**config.mk**
```make
export PLATFORM = sky130hd
export DESIGN_NAME = dwips_wheel
export DESIGN_NICKNAME = d
export VERILOG_FILES = /design/src/rtl/dwips_pkg.sv /design/src/rtl/dwips_wheel.sv
export SDC_FILE = /design/constraint.sdc
export NUM_CORES = 2
export LEC_CHECK = 0
export ABC_AREA = 1
export BUFFER_PORTS_ARGS = -buffer_cell sky130_fd_sc_hd__buf_2
export CORE_MARGIN = 3
export CORE_UTILIZATION = 55
export CTS_BUF_LIST = sky130_fd_sc_hd__clkbuf_8
export DETAILED_ROUTE_END_ITERATION = 7
export GPL_TIMING_DRIVEN = 1
export PLACE_DENSITY = 0.82
export SYNTH_ARGS = -nofsm -noshare
export SYNTH_HDL_FRONTEND = slang
export SYNTH_SLANG_ARGS = --single-unit
```
**constraint.sdc**
```tcl
create_clock -name clk -period 8.4 [get_ports clk]
set_input_delay 1.68 -clock clk [delete_from_list [all_inputs] [get_ports clk]]
set_output_delay 1.68 -clock clk [all_outputs]
set_load 0.1 [all_outputs]
```
**src/rtl/dwips_pkg.sv**
```systemverilog
// Shared types and constants for the dual-wheel incremental PI speed controller.
package dwips_pkg;

	// Configuration register indexes.
	localparam logic [2:0] REG_KP_LEFT     = 3'd0;
	localparam logic [2:0] REG_KI_LEFT     = 3'd1;
	localparam logic [2:0] REG_KP_RIGHT    = 3'd2;
	localparam logic [2:0] REG_KI_RIGHT    = 3'd3;
	localparam logic [2:0] REG_STEP_LIMIT  = 3'd4;
	localparam logic [2:0] REG_DRIVE_LIMIT = 3'd5;

	// Register values after reset.
	localparam logic [15:0] KP_RESET          = 16'd768;
	localparam logic [15:0] KI_RESET          = 16'd2304;
	localparam logic [14:0] STEP_LIMIT_RESET  = 15'd1000;
	localparam logic [14:0] DRIVE_LIMIT_RESET = 15'd8000;

	// Pipeline depth from the input register to the result register.
	localparam int NSTAGES = 6;

	// Load strobes for the wheel datapath, one per pipeline stage.
	typedef struct packed {
		logic ld_in;
		logic ld_err;
		logic ld_mul;
		logic ld_inc;
		logic ld_acc;
		logic ld_out;
	} pipe_ctl_t;

endpackage

```
**src/rtl/dwips_wheel.sv**
```systemverilog
// Datapath of one wheel: error, PI increment, step clamp, accumulator and drive.
module dwips_wheel #(
	parameter int FRAC_BITS = 8
) (
	input  logic                clk,
	input  logic                arst_n,
	input  dwips_pkg::pipe_ctl_t ctl,
	input  logic [15:0]         kp,
	input  logic [15:0]         ki,
	input  logic [14:0]         step_limit,
	input  logic [14:0]         drive_limit,
	input  logic signed [15:0]  target,
	input  logic signed [15:0]  measured,
	output logic signed [15:0]  drive
);

	localparam int AW = 16 + FRAC_BITS;
	localparam int SW = 35;

	logic signed [15:0]   target_s1, measured_s1;
	logic signed [15:0]   err_s2;
	logic signed [16:0]   diff_s2;
	logic signed [15:0]   prev_err_q;
	logic signed [33:0]   prod_p_s3;
	logic signed [32:0]   prod_i_s3;
	logic signed [AW-1:0] inc_s4;
	logic signed [AW-1:0] accum_q;
	logic signed [15:0]   drive_s6;

	logic signed [16:0]   e_wide;
	logic signed [15:0]   err_sat;
	logic signed [16:0]   diff_d;
	logic signed [16:0]   kp_x, ki_x;
	logic signed [33:0]   prod_p_d;
	logic signed [32:0]   prod_i_d;
	logic signed [SW-1:0] sum, slim, nslim;
	logic signed [AW-1:0] inc_d;
	logic signed [AW:0]   acc_sum, dlim, ndlim;
	logic signed [AW-1:0] accum_d;
	logic                 neg;
	logic signed [AW-1:0] mag;
	logic signed [15:0]   whole;
	logic signed [15:0]   drive_d;

	always_comb begin
		// Error in 17 bits, then saturated back to 16.
		e_wide = {target_s1[15], target_s1} - {measured_s1[15], measured_s1};
		if (e_wide[16] != e_wide[15]) begin
			err_sat = e_wide[16] ? 16'sh8000 : 16'sh7fff;
		end else begin
			err_sat = e_wide[15:0];
		end
		diff_d = {err_sat[15], err_sat} - {prev_err_q[15], prev_err_q};

		kp_x     = {1'b0, kp};
		ki_x     = {1'b0, ki};
		prod_p_d = kp_x * diff_s2;
		prod_i_d = ki_x * err_s2;

		sum   = SW'(prod_p_s3) + SW'(prod_i_s3);
		slim  = {{(SW - 15 - FRAC_BITS){1'b0}}, step_limit, {FRAC_BITS{1'b0}}};
		nslim = -slim;
		if (sum > slim) begin
			inc_d = slim[AW-1:0];
		end else if (sum < nslim) begin
			inc_d = nslim[AW-1:0];
		end else begin
			inc_d = sum[AW-1:0];
		end

		acc_sum = (AW+1)'(accum_q) + (AW+1)'(inc_s4);
		dlim    = {2'b00, drive_limit, {FRAC_BITS{1'b0}}};
		ndlim   = -dlim;
		if (acc_sum > dlim) begin
			accum_d = dlim[AW-1:0];
		end else if (acc_sum < ndlim) begin
			accum_d = ndlim[AW-1:0];
		end else begin
			accum_d = acc_sum[AW-1:0];
		end

		// Truncate toward zero: shift the magnitude, then restore the sign.
		neg     = accum_q[AW-1];
		mag     = neg ? -accum_q : accum_q;
		whole   = mag[AW-1:FRAC_BITS];
		drive_d = neg ? -whole : whole;
	end

	always_ff @(posedge clk or negedge arst_n) begin
		if (!arst_n) begin
			prev_err_q <= '0;
			accum_q    <= '0;
		end else begin
			if (ctl.ld_err) begin
				prev_err_q <= err_sat;
			end
			if (ctl.ld_acc) begin
				accum_q <= accum_d;
			end
		end
	end

	always_ff @(posedge clk) begin
		if (ctl.ld_in) begin
			target_s1   <= target;
			measured_s1 <= measured;
		end
		if (ctl.ld_err) begin
			err_s2  <= err_sat;
			diff_s2 <= diff_d;
		end
		if (ctl.ld_mul) begin
			prod_p_s3 <= prod_p_d;
			prod_i_s3 <= prod_i_d;
		end
		if (ctl.ld_inc) begin
			inc_s4 <= inc_d;
		end
		if (ctl.ld_out) begin
			drive_s6 <= drive_d;
		end
	end

	assign drive = drive_s6;

endmodule

```
# Yosys cells after proc, flatten, opt, wreduce, memory -nomap -nowiden

Cells that the tools add are included.

Register bits after elaboration: 212
Logic and storage cells: 34

Add/sub/neg operators: 8
Multiply operators: 2
Order comparisons: 4
Equal/unequal tests: 1
Muxes and demuxes: 8

Operators with widths:

| operator                                                   | number |
|---|---|
| 24-bit two-way mux                                         | 4 |
| 16-bit two-way mux                                         | 3 |
| 34-bit by 33-bit adder with 35-bit output                  | 1 |
| 35-bit by 24-bit greater-than comparator with 1-bit output | 1 |
| 35-bit < comparator                                        | 1 |
| 23-bit negator with 35-bit output                          | 1 |
| 17-bit by 17-bit multiplier with 34-bit output             | 1 |
| 16-bit by 16-bit subtractor with 17-bit output             | 2 |
| 17-bit by 16-bit multiplier with 33-bit output             | 1 |
| 24-bit by 24-bit adder with 25-bit output                  | 1 |
| 25-bit by 24-bit greater-than comparator with 1-bit output | 1 |
| 25-bit < comparator                                        | 1 |
| 23-bit negator with 25-bit output                          | 1 |
| 24-bit negator                                             | 1 |
| 23-bit two-way mux                                         | 1 |
| 16-bit negator                                             | 1 |
| 1-bit != test                                              | 1 |

# Depth between registers and ports, before layout

Depth in word-level cells: 4
Depth in mapped cells: 32
Depth with buffers taken out: 32

# Least setup slack after synthesis

OpenSTA, ideal clock, no wires.

Path type: input port to flip-flop
Start: input port kp[5]
End: register prod_p_s3[32] (data pin)
Library setup time: 0.265 ns
Data arrival time: 6.980 ns
Slack: 1.155 ns
Stages on the path: 25
Path buffers: 2
Cell sequence: clkbuf_1 clkbuf_1 nand2_1 fa_1 inv_1 fa_1 inv_1 fa_1 inv_1 fa_1 fa_1 inv_1 fa_1 inv_1 ha_1 a21o_1 a21oi_1 nand2_1 nand2_1 nand3_1 nand2_1 nand2_1 a21oi_1 o21ai_0 xor2_1

Word-level cells in the longest chain between the ends: 1

Ends and longest elaborated chain:

| item                                           | RTL line           | source |
|---|---|---|
| start: declaration                             | dwips_wheel.sv:8   | `input logic [15:0] kp,` |
| 17-bit by 17-bit multiplier with 34-bit output | dwips_wheel.sv:57  | `prod_p_d = kp_x * diff_s2;` |
| named net prod_p_d[32]                         | dwips_wheel.sv:34  | `logic signed [33:0] prod_p_d;` |
| end signal: assignment                         | dwips_wheel.sv:113 | `prod_p_s3 <= prod_p_d;` |
| end: declaration                               | dwips_wheel.sv:24  | `logic signed [33:0] prod_p_s3;` |

The timed path passes the listed nets, and every way through them passes these cells.
A chain may end at the register's enable or synchronous reset.

# Final worst setup path

Start: input port ki[0]
End: register prod_i_s3[24] (data pin)

Word-level cells in the longest chain between the ends: 1

Ends and longest elaborated chain:

| item                                           | RTL line           | source |
|---|---|---|
| start: declaration                             | dwips_wheel.sv:9   | `input logic [15:0] ki,` |
| 17-bit by 16-bit multiplier with 33-bit output | dwips_wheel.sv:58  | `prod_i_d = ki_x * err_s2;` |
| named net prod_i_d[24]                         | dwips_wheel.sv:35  | `logic signed [32:0] prod_i_d;` |
| end signal: assignment                         | dwips_wheel.sv:114 | `prod_i_s3 <= prod_i_d;` |
| end: declaration                               | dwips_wheel.sv:25  | `logic signed [32:0] prod_i_s3;` |

The timed path passes the listed nets, and every way through them passes these cells.

==> results.toml <==
[run_status]
status = "complete, no violations"

[floorplanning]
die_w_um = 259.7
rows = 92
die_area_mm2 = 0.06746
die_y_um = 259.7
initial_utilization = 0.5583
coreArea_mm2 = 0.06343
io_pins = 118

[route]
viasPerCell = 5.269
dr.pass1.iters = 7
drc = 0
drt_iter0_markers = 2190
wl_mm = 86.38
via_count = 29245
ant_nets = 0
post_drt_wl_per_cell_um = 15.56

[place]
dp_hpwl_mm = 70.76
gp_congestion = 0.9808
place_ws_ns = 0.8852
portBuffers = 117

[timing]
max_freq_ghz = 0.1430
setup_ws_ns = 1.408
relSlewSlack = 0.2934
fin_skew_ns = 0.03518
setup_viol = 0
hold_viol = 0
period_minus_slack_ns = 6.992
fin_tns_setup_ns = 0
drv_slew = 0
period_share = 0.8324
rsz0062_at_grt = "false"
tightest_slew_ns = 1.060

[critical_path]
cp.required_ns = 8.71
crit_family = "adder cells"
cp_common_cell = "fa_1"
path_max_fanout = 16
worstPathCellList = "buf_2 > or2_2 > fa_1 > fa_1 > inv_1 > fa_1 > fa_1 > fa_1 > inv_1 > fa_1 > inv_1 > ha_1 > a21oi_1 > o211ai_1 > a21oi_1 > inv_1 > a21boi_0 > o21ai_0 > xor2_1"
critPathLaunchType = "input pin"
crit_buf_inv = 5
worstSetupEndpointType = "flip-flop"
cp.arrival_ns = 7.30
cp_slowest_cell = "fa_1"
critPathKind = "input pin to flip-flop"
critPathMaxStageDelay_ns = 0.55

[clock_tree]
clk-insertion-delay-late_ns = 0.56
cts_tree = "built"
clock_sinks = 212
cts_buffers = 34
postCtsSetupRepairBufs = 0
cts_resized = 0
postCtsHoldBufs = 0
ctsRootBufferMaster = "clkbuf_8"
clockBufferDepth = 3
clk_pin_slew_worst_paths_ns = 0.08
cts_htree_levels = 2

[yosys]
seq_area_frac_synth = 0.1741
synth-seq-cells = 212
syn_inst = 4673
synth_area_mm2 = 0.03541
yosys_warnings = 0
yosys.cell_types.count = 54
syn-num-nets = 5599
avgSynthCellArea_um2 = 7.577

[hold_path]
min_path_type = "flip-flop to flip-flop"

[grt]
grtUsageTotal = 0.2621
grt_first_pass_wirelength_mm = 143.8
antenna_found_initial = 1
grt.overflow.total = 0
grt_max_degree = 68
grt_pass1_vias = 29513

[final_layout]
syn_to_final_growth_pct = 4.961
fin_util = 0.5860
layout-drive-gt1-share = 0.05657
final_nets = 5604

[run]
drv_cap = 0
==> registers in the layout (all words and copies together), names as in the netlist <==
register     flops
drive           16
diff_s2         17
accum_q         24
prod_p_s3       34
prev_err_q      16
err_s2          16
prod_i_s3       33
measured_s1     16
target_s1       16
inc_s4          24
==> worst reg2reg max path: cells and delay by family (launching register included) <==
family,cells,cell delay [ns]
simple gates,10,1.45
xor+xnor,1,0.07
fa+ha+maj,7,3.53
flops,1,0.41
buf+inv,4,0.71
==> per-stage QoR <==
step                hold slack (ns)  cells  instance area [um^2]
global placement             0.4629   5488                 36470
finish                       0.4863   5550                 37170
floorplan                    0.4491   4673                 35410
global route                 0.5050   5549                 37160
detailed placement           0.4661   5488                 36470
CTS                          0.4840   5548                 37160
==> synthesized netlist by cell type, drive strengths merged <==
cell / instances / area (um^2)
nand2: 1294 / 4977
and2: 2 / 12.51
clkbuf: 135 / 506.7
or2: 18 / 112.6
o211ai: 3 / 22.52
nor4: 10 / 62.56
nor2: 223 / 902.1
a21boi: 6 / 48.80
o21ai: 104 / 520.5
a221oi: 2 / 17.52
a211oi: 2 / 15.01
nand4: 38 / 237.7
edfxtp: 172 / 5165
a31oi: 12 / 75.07
and3: 1 / 6.260
clkinv: 1 / 3.750
dfrtp: 40 / 1001
nor3: 30 / 170.2
nor3b: 2 / 15.01
nand3: 182 / 938.4
a21oi: 194 / 985.9
o31ai: 5 / 37.54
fa: 407 / 8148
buf: 17 / 103.9
o221ai: 1 / 8.760
xor2: 109 / 962.2
o21bai: 16 / 123.9
inv: 1146 / 4302
xnor2: 49 / 429.2
a21o: 6 / 45.04
o2111ai: 1 / 8.760
o41ai: 1 / 8.760
ha: 417 / 5218
o311a: 1 / 10.01
o21a: 7 / 52.55
nand3b: 19 / 155.2
==> final cells by class <==
class                      count  area [um^2]
tap                          846         1059
antenna                        2        5.005
fill                        5628        26260
inverter                    1147         4305
sequential                   212         6166
clock inverter                23        178.9
multi-input combinational   3162        24330
clock buffer                  37        509.2
timing repair buffer         121        615.6
==> cells in the final DEF (no fill, tap or decap), types with 5 or more instances in the layout <==
cell type  netlist  layout
o21bai_1        15      15
nor2_2           8       8
xor2_1         108     108
a21boi_0         5       5
inv_2           10      10
nor2_1         209     209
nand3_1        178     178
o21a_1           7       7
inv_1         1136    1148
nand2_1       1252    1252
o31ai_1          5       5
buf_2           10     117
nor3_1          26      26
nor4_1          10      10
nand2_2         39      39
o21ai_1          8       8
a21oi_1        190     190
nand4_1         38      38
nand3b_1        18      18
ha_1           417     417
xnor2_1         49      49
clkinv_2         0       5
or2_2           16      16
edfxtp_1       172     172
a21o_1           6       6
clkbuf_8         0      37
dfrtp_1         40      40
fa_1           407     407
o21ai_0         96      96
a31oi_1         12      12
nor2_4           6       6
==> cell families after synthesis <==
group / count (synthesis) / synth area share
adder cells (fa/ha/maj): 824 / 0.3775
XOR/XNOR: 158 / 0.03929
AO/OA/AOI/OAI: 361 / 0.05594
AND/OR/NAND/NOR: 1819 / 0.2143
flip-flops: 212 / 0.1741
buffers and inverters: 1299 / 0.1388
==> layer usage <==
layer	vias to the layer above	GRT usage	wire length, um
met5	-	0	0
met4	0	0.09685	3618
met3	266	0.03184	5877
met2	1123	0.4634	42260
met1	13719	0.3293	34620
li1	14137	-	-
==> final timing paths <==
check / start / end / slack, ns / cells after the start
setup / recovery: ki[0] / prod_i_s3[24]$_DFFE_PP_ / 1.41 / 19
hold / removal: prev_err_q[3]$_DFFE_PN0P_ / prev_err_q[3]$_DFFE_PN0P_ / 0.49 / 2
setup reg to reg: err_s2[15]$_DFFE_PP_ / prod_i_s3[27]$_DFFE_PP_ / 1.99 / 22
hold reg to reg: prev_err_q[3]$_DFFE_PN0P_ / prev_err_q[3]$_DFFE_PN0P_ / 0.49 / 2
max in group asynchronous: arst_n / prev_err_q[14]$_DFFE_PN0P_ / 6.39 / 1
min in group asynchronous: arst_n / accum_q[18]$_DFFE_PN0P_ / 1.31 / 1
Power is left out: the tool's default activity adds up to more than one toggle a clock period on the data nets, which glitch-free logic cannot reach.
